===== config.mk =====
export PLATFORM = sky130hd
export DESIGN_NAME = pixel_copy_command_decoder
export DESIGN_NICKNAME = d
export VERILOG_FILES = /design/src/hdl/pcc_pkg.sv /design/src/hdl/pcc_ctrl.sv /design/src/hdl/pcc_datapath.sv /design/src/hdl/pixel_copy_command_decoder.sv
export SDC_FILE = /design/constraint.sdc
export NUM_CORES = 2
export LEC_CHECK = 0
export BUFFER_PORTS_ARGS = -buffer_cell sky130_fd_sc_hd__buf_4
export CORE_MARGIN = 4
export CORE_UTILIZATION = 50
export CTS_CLUSTER_DIAMETER = 60
export DETAILED_ROUTE_END_ITERATION = 12
export PLACE_DENSITY = 0.72
export SYNTH_ARGS = -nofsm -noshare
export SYNTH_HDL_FRONTEND = slang
export SYNTH_SLANG_ARGS = --single-unit

===== constraint.sdc =====
create_clock -name clk_i -period 6.7 [get_ports clk_i]
set_input_delay 1.34 -clock clk_i [delete_from_list [all_inputs] [get_ports clk_i]]
set_output_delay 1.34 -clock clk_i [all_outputs]
set_load 0.005 [all_outputs]

===== src/hdl/pcc_pkg.sv =====
// Package for the pixel copy command decoder: beat types, codes and the
// command-byte decode function. No dependencies.
`timescale 1ns / 1ps

package pcc_pkg;

  // Fixed field widths of the beats
  localparam int TOKEN_W = 16;
  localparam int PIX_W   = 16;
  localparam int POS_W   = 14;
  localparam int TOTAL_W = 15;
  localparam int LEN_W   = 8;   // pixels per token, up to 128
  localparam int PER_W   = 4;   // pattern period, 2..9
  localparam int CFG_IDX_W  = 1;
  localparam int CFG_DATA_W = TOTAL_W;

  // Parameter defaults
  localparam int HISTORY_DEPTH_DEF = 128;
  localparam int MAX_PIXELS_DEF    = 16384;
  localparam int PIXEL_BITS_DEF    = 16;

  localparam logic [TOTAL_W-1:0] PIXEL_TOTAL_RST = TOTAL_W'(16384);

  typedef enum logic [1:0] {
    OP_LITERAL = 2'd0,
    OP_COMMAND = 2'd1,
    OP_START   = 2'd2
  } op_e;

  typedef enum logic [CFG_IDX_W-1:0] {
    CFG_COMMAND_SET = 1'd0,
    CFG_PIXEL_TOTAL = 1'd1
  } cfg_reg_e;

  typedef enum logic [1:0] {
    MODE_LIT,
    MODE_PAT,
    MODE_MIR,
    MODE_RUN
  } mode_e;

  typedef enum logic {
    ST_IDLE,
    ST_RUN
  } state_e;

  typedef struct packed {
    logic [1:0]         op;
    logic [TOKEN_W-1:0] token_value;
  } in_t;

  typedef struct packed {
    logic [PIX_W-1:0] pixel_first;
    logic [PIX_W-1:0] pixel_second;
    logic             second_valid;
    logic [POS_W-1:0] position;
    logic             run_last;
    logic             image_done;
  } out_t;

  // controller -> datapath
  typedef struct packed {
    logic load;       // latch a pixel-producing token
    logic clear;      // start of a new image
    logic mark_full;  // token dropped on a full image
    logic run;        // expansion in progress
  } cmd_t;

  // datapath -> controller
  typedef struct packed {
    logic full;
    logic finished;
    logic busy;
  } stat_t;

  typedef struct packed {
    mode_e            mode;
    logic [PER_W-1:0] per;
    logic [LEN_W-1:0] len;
  } dec_t;

  // Field layout of a command byte under either command set
  function automatic dec_t decode_cmd(logic [7:0] b, logic set7);
    dec_t       d;
    logic [1:0] sel;
    logic [2:0] p;
    logic [2:0] r;
    logic [5:0] m;
    logic [6:0] rl;
    if (!set7) begin
      sel = b[7:6];
      p   = b[5:3];
      r   = b[2:0];
      m   = b[5:0];
      rl  = b[6:0];
    end else begin
      sel = b[6:5];
      p   = b[4:2];
      r   = {1'b0, b[1:0]};
      m   = {1'b0, b[4:0]};
      rl  = {1'b0, b[5:0]};
    end
    d.per = PER_W'(p) + PER_W'(2);
    case (sel)
      2'b00: begin
        d.mode = MODE_PAT;
        d.len  = LEN_W'(d.per) * (LEN_W'(r) + LEN_W'(1));
      end
      2'b01: begin
        d.mode = MODE_MIR;
        d.len  = LEN_W'(m) + LEN_W'(2);
      end
      default: begin
        d.mode = MODE_RUN;
        d.len  = LEN_W'(rl) + LEN_W'(1);
      end
    endcase
    return d;
  endfunction

endpackage


===== src/hdl/pcc_ctrl.sv =====
// Token controller of the pixel copy command decoder: takes input beats
// and sequences one token's expansion. Depends on pcc_pkg.
`timescale 1ns / 1ps

module pcc_ctrl (
  input  logic              clk_i,
  input  logic              rst_ni,
  input  logic              in_valid_i,
  input  logic [1:0]        op_i,
  input  pcc_pkg::stat_t    st_i,
  output logic              in_stall_o,
  output pcc_pkg::cmd_t     cmd_o
);

  pcc_pkg::state_e state_q, state_d;
  logic accept;
  logic pix_op;
  logic produce;

  assign accept  = in_valid_i && (state_q == pcc_pkg::ST_IDLE);
  assign pix_op  = op_i inside {pcc_pkg::OP_LITERAL, pcc_pkg::OP_COMMAND};
  assign produce = pix_op && !st_i.full && !st_i.finished;

  always_comb begin
    state_d = state_q;
    case (state_q)
      pcc_pkg::ST_IDLE: begin
        if (accept && produce) state_d = pcc_pkg::ST_RUN;
      end
      pcc_pkg::ST_RUN: begin
        if (!st_i.busy) state_d = pcc_pkg::ST_IDLE;
      end
      default: state_d = pcc_pkg::ST_IDLE;
    endcase
  end

  always_comb begin
    in_stall_o      = (state_q != pcc_pkg::ST_IDLE);
    cmd_o.load      = accept && produce;
    cmd_o.clear     = accept && (op_i == pcc_pkg::OP_START);
    cmd_o.mark_full = accept && pix_op && st_i.full;
    cmd_o.run       = (state_q == pcc_pkg::ST_RUN);
  end

  always_ff @(posedge clk_i or negedge rst_ni) begin
    if (!rst_ni) begin
      state_q <= pcc_pkg::ST_IDLE;
    end else begin
      state_q <= state_d;
    end
  end

endmodule


===== src/hdl/pcc_datapath.sv =====
// Datapath of the pixel copy command decoder: history ring, look-back
// address generation, pixel pairing and the output register. Depends on pcc_pkg.
`timescale 1ns / 1ps

module pcc_datapath #(
  parameter int HISTORY_DEPTH = pcc_pkg::HISTORY_DEPTH_DEF,
  parameter int MAX_PIXELS    = pcc_pkg::MAX_PIXELS_DEF,
  parameter int PIXEL_BITS    = pcc_pkg::PIXEL_BITS_DEF
) (
  input  logic                         clk_i,
  input  logic                         rst_ni,
  input  pcc_pkg::cmd_t                cmd_i,
  output pcc_pkg::stat_t               st_o,
  input  pcc_pkg::in_t                 in_i,
  input  logic                         command_set_i,
  input  logic [pcc_pkg::TOTAL_W-1:0]  pixel_total_i,
  output pcc_pkg::out_t                out_o,
  output logic                         out_valid_o,
  input  logic                         out_stall_i
);

  // Ring rounded up to a power of two; look-back never exceeds 65 pixels
  localparam int AW   = $clog2(HISTORY_DEPTH);
  localparam int RING = 1 << AW;
  localparam int WPW  = $clog2(MAX_PIXELS + 1);
  localparam int CW   = (WPW > pcc_pkg::TOTAL_W) ? WPW : pcc_pkg::TOTAL_W;
  localparam int LW   = pcc_pkg::LEN_W;
  localparam int PW   = pcc_pkg::PER_W;

  logic [PIXEL_BITS-1:0] ring_mem [RING];

  // image state
  logic [WPW-1:0] wpos_q;
  logic           fin_q;

  // token being expanded
  logic [WPW-1:0]        base_q;
  pcc_pkg::mode_e        mode_q;
  logic [PW-1:0]         per_q;
  logic [PW-1:0]         j_q;
  logic [LW-1:0]         k_q;
  logic [LW-1:0]         n_q;
  logic [PIXEL_BITS-1:0] lit_q;
  logic                  done_q;

  // read stage
  logic                  s1_vld_q;
  logic [LW-1:0]         s1_k_q;
  logic                  s1_last_q;
  logic [PIXEL_BITS-1:0] rd_q;
  logic                  zero_q;

  // pairing and output
  logic [PIXEL_BITS-1:0] half_q;
  pcc_pkg::out_t         out_q;
  logic                  out_vld_q;

  logic [CW-1:0]         tot_ext;
  logic [CW-1:0]         max_ext;
  logic [WPW-1:0]        limit;
  logic [WPW-1:0]        room;
  pcc_pkg::dec_t         dec;
  logic                  fits;
  logic [LW-1:0]         n_new;
  logic [LW-1:0]         lag;
  logic [AW-1:0]         raddr;
  logic [AW-1:0]         waddr;
  logic                  zero_cur;
  logic                  last_cur;
  logic                  out_free;
  logic                  pushing;
  logic                  s1_adv;
  logic                  issue;
  logic [PIXEL_BITS-1:0] pix;
  pcc_pkg::out_t         out_d;

  // decode of the token at the input
  assign tot_ext = CW'(pixel_total_i);
  assign max_ext = CW'(MAX_PIXELS);
  assign limit   = WPW'((tot_ext > max_ext) ? max_ext : tot_ext);
  assign room    = limit - wpos_q;

  always_comb begin
    if (in_i.op == pcc_pkg::OP_LITERAL) begin
      dec.mode = pcc_pkg::MODE_LIT;
      dec.per  = '0;
      dec.len  = LW'(1);
    end else begin
      dec = pcc_pkg::decode_cmd(in_i.token_value[7:0], command_set_i);
    end
  end

  assign fits  = WPW'(dec.len) < room;
  assign n_new = fits ? dec.len : LW'(room);

  assign st_o.full     = (wpos_q >= limit);
  assign st_o.finished = fin_q;
  assign st_o.busy     = (k_q != n_q) || s1_vld_q;

  // look-back distance of the pixel being issued
  always_comb begin
    case (mode_q)
      pcc_pkg::MODE_PAT: lag = LW'(per_q - j_q);
      pcc_pkg::MODE_MIR: lag = k_q + LW'(1);
      default:           lag = LW'(1);
    endcase
  end

  assign raddr    = AW'(base_q - WPW'(lag));
  assign zero_cur = WPW'(lag) > base_q;   // before image start
  assign last_cur = (k_q == (n_q - LW'(1)));

  // A read is issued no earlier than the write of the previous pixel, so a
  // same-address collision in a long mirror returns the old ring contents.
  assign out_free = !out_vld_q || !out_stall_i;
  assign pushing  = s1_k_q[0] || s1_last_q;
  assign s1_adv   = s1_vld_q && (!pushing || out_free);
  assign issue    = cmd_i.run && (k_q != n_q) && (!s1_vld_q || s1_adv);

  assign pix   = (mode_q == pcc_pkg::MODE_LIT) ? lit_q : (zero_q ? '0 : rd_q);
  assign waddr = AW'(base_q + WPW'(s1_k_q));

  always_comb begin
    if (s1_k_q[0]) begin
      out_d.pixel_first  = pcc_pkg::PIX_W'(half_q);
      out_d.pixel_second = pcc_pkg::PIX_W'(pix);
      out_d.second_valid = 1'b1;
    end else begin
      out_d.pixel_first  = pcc_pkg::PIX_W'(pix);
      out_d.pixel_second = '0;
      out_d.second_valid = 1'b0;
    end
    out_d.position   = pcc_pkg::POS_W'(base_q + WPW'({s1_k_q[LW-1:1], 1'b0}));
    out_d.run_last   = s1_last_q;
    out_d.image_done = s1_last_q && done_q;
  end

  always_ff @(posedge clk_i or negedge rst_ni) begin
    if (!rst_ni) begin
      wpos_q    <= '0;
      fin_q     <= 1'b0;
      k_q       <= '0;
      n_q       <= '0;
      j_q       <= '0;
      s1_vld_q  <= 1'b0;
      out_vld_q <= 1'b0;
    end else begin
      if (cmd_i.clear) begin
        wpos_q <= '0;
        fin_q  <= 1'b0;
      end else if (cmd_i.mark_full) begin
        fin_q <= 1'b1;
      end else if (cmd_i.load) begin
        wpos_q <= wpos_q + WPW'(n_new);
        fin_q  <= !fits;
      end

      if (cmd_i.load) begin
        k_q <= '0;
        n_q <= n_new;
        j_q <= '0;
      end else if (issue) begin
        k_q <= k_q + LW'(1);
        j_q <= (j_q == (per_q - PW'(1))) ? '0 : j_q + PW'(1);
      end

      if (issue) begin
        s1_vld_q <= 1'b1;
      end else if (s1_adv) begin
        s1_vld_q <= 1'b0;
      end

      if (s1_adv && pushing) begin
        out_vld_q <= 1'b1;
      end else if (!out_stall_i) begin
        out_vld_q <= 1'b0;
      end
    end
  end

  always_ff @(posedge clk_i) begin
    if (cmd_i.load) begin
      base_q <= wpos_q;
      mode_q <= dec.mode;
      per_q  <= dec.per;
      lit_q  <= in_i.token_value[PIXEL_BITS-1:0];
      done_q <= !fits;
    end
    if (issue) begin
      rd_q      <= ring_mem[raddr];
      zero_q    <= zero_cur;
      s1_k_q    <= k_q;
      s1_last_q <= last_cur;
    end
    if (s1_adv && !s1_k_q[0]) begin
      half_q <= pix;
    end
    if (s1_adv && pushing) begin
      out_q <= out_d;
    end
  end

  always_ff @(posedge clk_i) begin
    if (s1_adv) begin
      ring_mem[waddr] <= pix;
    end
  end

  assign out_o       = out_q;
  assign out_valid_o = out_vld_q;

endmodule


===== src/hdl/pixel_copy_command_decoder.sv =====
// Top level of the pixel copy command decoder: configuration registers,
// controller and datapath. Depends on pcc_pkg, pcc_ctrl, pcc_datapath.
//
//   channel  | direction | handshake           | payload
//   ---------+-----------+---------------------+-----------------------------
//   in       | in        | in_valid_i/in_stall_o | pcc_pkg::in_t (op, token)
//   out      | out       | out_valid_o/out_stall_i | pcc_pkg::out_t (pixel pair)
//   cfg      | in        | cfg_valid_i/cfg_ready_o | index + 15-bit data
//
// A token expands at one pixel per cycle through the ring's single read port
// while the output is not stalled; a token holds the input until its last pixel
// has left the read stage. Start-new-image and dropped tokens leave the input open.
// Output beats carry up to two pixels and sit in a register, so a stalled
// output pauses the expansion without loss. Reset needs no clearing pass:
// reads before the image start are forced to zero.
`timescale 1ns / 1ps

module pixel_copy_command_decoder #(
  parameter int HISTORY_DEPTH = pcc_pkg::HISTORY_DEPTH_DEF,
  parameter int MAX_PIXELS    = pcc_pkg::MAX_PIXELS_DEF,
  parameter int PIXEL_BITS    = pcc_pkg::PIXEL_BITS_DEF
) (
  input  logic                            clk_i,
  input  logic                            rst_ni,
  input  logic                            in_valid_i,
  output logic                            in_stall_o,
  input  pcc_pkg::in_t                    in_i,
  output logic                            out_valid_o,
  input  logic                            out_stall_i,
  output pcc_pkg::out_t                   out_o,
  input  logic                            cfg_valid_i,
  output logic                            cfg_ready_o,
  input  logic [pcc_pkg::CFG_IDX_W-1:0]   cfg_index_i,
  input  logic [pcc_pkg::CFG_DATA_W-1:0]  cfg_data_i
);

  logic                         cmd_set_q;
  logic [pcc_pkg::TOTAL_W-1:0]  total_q;
  pcc_pkg::cmd_t                cmd;
  pcc_pkg::stat_t               st;

  assign cfg_ready_o = 1'b1;

  always_ff @(posedge clk_i or negedge rst_ni) begin
    if (!rst_ni) begin
      cmd_set_q <= 1'b0;
      total_q   <= pcc_pkg::PIXEL_TOTAL_RST;
    end else if (cfg_valid_i) begin
      case (cfg_index_i)
        pcc_pkg::CFG_COMMAND_SET: cmd_set_q <= cfg_data_i[0];
        pcc_pkg::CFG_PIXEL_TOTAL: total_q   <= cfg_data_i[pcc_pkg::TOTAL_W-1:0];
        default: ;
      endcase
    end
  end

  pcc_ctrl u_ctrl (
    .clk_i      (clk_i),
    .rst_ni     (rst_ni),
    .in_valid_i (in_valid_i),
    .op_i       (in_i.op),
    .st_i       (st),
    .in_stall_o (in_stall_o),
    .cmd_o      (cmd)
  );

  pcc_datapath #(
    .HISTORY_DEPTH (HISTORY_DEPTH),
    .MAX_PIXELS    (MAX_PIXELS),
    .PIXEL_BITS    (PIXEL_BITS)
  ) u_datapath (
    .clk_i         (clk_i),
    .rst_ni        (rst_ni),
    .cmd_i         (cmd),
    .st_o          (st),
    .in_i          (in_i),
    .command_set_i (cmd_set_q),
    .pixel_total_i (total_q),
    .out_o         (out_o),
    .out_valid_o   (out_valid_o),
    .out_stall_i   (out_stall_i)
  );

  // input is open only with no expansion in flight
  a_idle_not_busy: assert property (@(posedge clk_i) disable iff (!rst_ni)
    !in_stall_o |-> !st.busy)
    else $error("input open while expansion in flight");

  a_load_blocks: assert property (@(posedge clk_i) disable iff (!rst_ni)
    cmd.load |=> in_stall_o)
    else $error("token loaded without closing the input");

  a_done_on_last: assert property (@(posedge clk_i) disable iff (!rst_ni)
    out_valid_o && out_o.image_done |-> out_o.run_last)
    else $error("image_done on a beat that is not the token's last");

endmodule


==> run summary <==
compound-cell area share of the yosys netlist -> 1.691%
Post-layout nets -> 4,728
prevailing post-synth register cell -> edfxtp_1
number of I/O port buffers -> 89
Post-Synth XOR/XNOR Area -> 0.8948%
Worst Tran Pin Value -> 1271 ps
synthesized-area fraction occupied by and/or/nand/nor cells -> 3.043%
largest cells by area after synthesis -> edfxtp_1 73%, mux4_2 16%, dfrtp_1 1.5%, ha_1 1.1%, nor2_1 0.98%
post-synthesis cell type with the largest combined area -> edfxtp_1
clock period minus final worst setup slack -> 7009 ps
wire length of the first global-routing pass -> 307,300 µm
number of buffers created by CTS -> 218
largest voltage drop on the vdd net -> 0.2690 mV
Seq. cell area -> 66,750 µm²
Rows -> 154
x dimension of the die -> 430.1 µm
Power per Cell Area -> 393.0 nW/µm²
Fmax -> 142.7 MHz
synthesized area divided by synthesized cell count -> 21.19 µm²
Filler cells -> 12,490
Max Cap Violations -> 0
number of antenna-violating nets in the routed design -> 0
sort of element at the start of the critical path -> input port
Pins Over Slew Limit -> 0
register-to-register path setup slack -> -190 ps
final clock skew -> 85.03 ps
Crit path required time -> 7430 ps
maximum number of pins on one net before global-route repair -> 111
Met1 Routed Length -> 87,270 µm
setup repair after global routing missed its margin -> true
smallest setup slack after layout -> -309.2 ps
post-route clock period utilization -> 104.6%
source-to-sink clock delay at the later pin of the worst-skew pair -> 880 ps
length of routed met2 wiring -> 94,840 µm
post-synthesis register bit count -> 2,232
relative area change from synthesis to final layout -> 14.47%
number of antenna violations at the first check in global routing -> 6
post-DR vias/cell -> 6.210
Slowest cell on crit path -> or4b_4
Worst path max stage delay -> 570 ps
total half-perimeter wirelength after legalization and detailed placement -> 126,100 µm
Synth Warn # -> 0
uppermost layer routed -> met5
Unique masters post-synth -> 77
summed instance area of the synthesized netlist -> 89,070 µm²
Worst Path Arrival -> 7740 ps
gr usage total -> 22.66%
overall power -> 40.07 mW
core area -> 176,700 µm²
grt total ovfl -> 0
1st-pass router iterations -> 5
final std cell area, no fill -> 102,000 µm²
leak pwr -> 33.28 nW
endpoints failing setup -> 8
detailed route wirelength on metal3 -> 20,340 µm
share of cell area taken by muxes after synthesis -> 16.90%
HP Class -> reg2reg
routed via count -> 44,230
share of flip-flops with an asynchronous set or reset -> 2.464%
gpl congestion -> 0.9116
Die ar. -> 185,000 µm²
Hold Vio Cnt, Final -> 0
tightest slew margin relative to the limit -> 15.24%
effective utilization at floorplan -> 50.41%
cell family with the largest share of critical-path delay -> compound AO/OA/AOI/OAI gates
most repeated library cell on the critical path -> a21o_1
Worst-path clk slew -> 60 ps
Yosys top cell area share -> 73.39%
total nets after synthesis -> 4,332
Sinks on Clock Net -> 2,232
multi-input combinational cell area -> 21,810 µm²
Root Buffer Master -> clkbuf_16
CTS tree -> done
leading cell type in the layout, fill and taps excluded -> edfxtp_1
commonest cells after routing, fill and taps aside -> 2,177 x edfxtp_1, 640 x mux4_2, 356 x buf_4, 218 x nor2_1, 218 x clkbuf_16
outcome -> finished with violations
Longest Clk Path Bufs -> 3
height of the die -> 430.1 µm
DRC violations left -> 0
vias in the first global route -> 43,650
instance count of the mapped netlist -> 4,204
WL final -> 209,300 µm
placed inst area -> 94,540 µm²
summed negative setup slack over all endpoints -> -1367 ps
dominant combinational cell family by area after synthesis -> multiplexers
critical path class -> in2reg
violations in the final reports -> negative setup slack
sequential share of the synthesized area -> 74.94%
crit-path max FO -> 3
DR iter-0 viols -> 6,403
number of H-tree levels -> 4
layout cells sized above 1 -> 30.52%
Routed WL per cell -> 29.39 µm
count of boundary I/O pins -> 91
number of synthesized flops with an enable pin -> 2,177
buffering stage count on the worst path with inverters included -> 5
Crit. End Element -> flip-flop
area share of fa/ha/maj cells after synthesis -> 1.334%
[metrics by stage]
step           hold WS (ps)  instances  worst slack, ps  utilization (%)
6_report              447.7       7123           -309.2            57.70
5_1_grt               467.7       7121           -542.4            57.70
4_1_cts               451.0       7114           -95.81            57.60
3_5_place_dp          436.8       6705            -1464            53.50
3_3_place_gp          436.7       6705            -1228            53.50
2_1_floorplan         423.1       4204           -707.4                -
[synth_stat cells (6+ instances only)]
| cell | count |
|---|---|
| nand3_1 | 52 |
| nor2b_1 | 33 |
| o21ai_0 | 35 |
| o211ai_1 | 8 |
| o21a_1 | 7 |
| or3_1 | 11 |
| a21boi_0 | 7 |
| a21o_1 | 19 |
| fa_1 | 10 |
| nand2_1 | 172 |
| mux4_2 | 640 |
| mux2i_1 | 26 |
| edfxtp_1 | 2177 |
| o21ai_1 | 6 |
| nand2b_1 | 14 |
| inv_1 | 70 |
| ha_1 | 79 |
| and3_1 | 8 |
| nor4_1 | 6 |
| xnor2_1 | 61 |
| mux2_2 | 34 |
| nor2_1 | 233 |
| dfrtp_1 | 54 |
| buf_1 | 53 |
| nor3_1 | 18 |
| a22o_1 | 17 |
| xor2_1 | 30 |
| nand4_1 | 8 |
| a31oi_1 | 10 |
| buf_2 | 17 |
| and2_1 | 24 |
| a32o_1 | 15 |
| clkbuf_1 | 131 |
| a21oi_1 | 54 |
[metal layers]
layer | up-vias | GRT usage (%)
li1 | 18170 | -
met1 | 23330 | 34.95
met2 | 2382 | 32.93
met3 | 346 | 4.524
met4 | 2 | 7.328
met5 | - | 0
[path summary, 6_finish.rpt]
path                                              end  cells after the start                   from
worst max-delay path            u_datapath.wpos_q[11]                     35                in_i[5]
max in group asynchronous           u_datapath.k_q[1]                      1                 rst_ni
worst max register to register  u_datapath.wpos_q[11]                     33              cmd_set_q
worst min register to register  u_datapath.base_q[13]                      0  u_datapath.wpos_q[13]
min in group asynchronous                   cmd_set_q                      1                 rst_ni
worst min-delay path            u_datapath.base_q[13]                      0  u_datapath.wpos_q[13]
[sequential cells by signal (all words and copies together), names as in the netlist, 15 cells and up]
signal	flops
total_q	15
u_datapath.base_q	15
u_datapath.out_o	49
u_datapath.wpos_q	15
u_datapath.half_q	16
u_datapath.ring_mem	2048
u_datapath.rd_q	16
u_datapath.lit_q	16
[where the power goes]
part	switching, mW	internal, mW	total (mW)
Clock	5.31	6.75	12.1
Combinational	6.42	3.14	9.57
Sequential	0.365	18.1	18.4
Total	12.1	28.0	40.1
[repair_timing]
item                       in CTS  in global routing
pin swaps                      28                 22
setup buffers                   8                  9
setup endpoints to repair       9                 10
hold buffers                    0                  0
gates resized for setup        18                 27
[area by class of cell]
cell class,instances,area share (%)
Inverter,70,0.2626
Clock inverter,140,1.437
Sequential cell,2232,65.47
Clock buffer,261,5.529
Timing Repair Buffer,379,3.029
Tap cell,2340,2.872
Multi-Input combinational cell,1699,21.40
Antenna cell,2,0.004909
[kinds of logic after synthesis]
family / count (synthesis)
compound gates: 220
xor+xnor: 91
fa+ha+maj: 89
buf+inv: 273
flops: 2232
mux: 700
other cells: 1
simple gates: 598
Power figures use the tool's default switching activity.
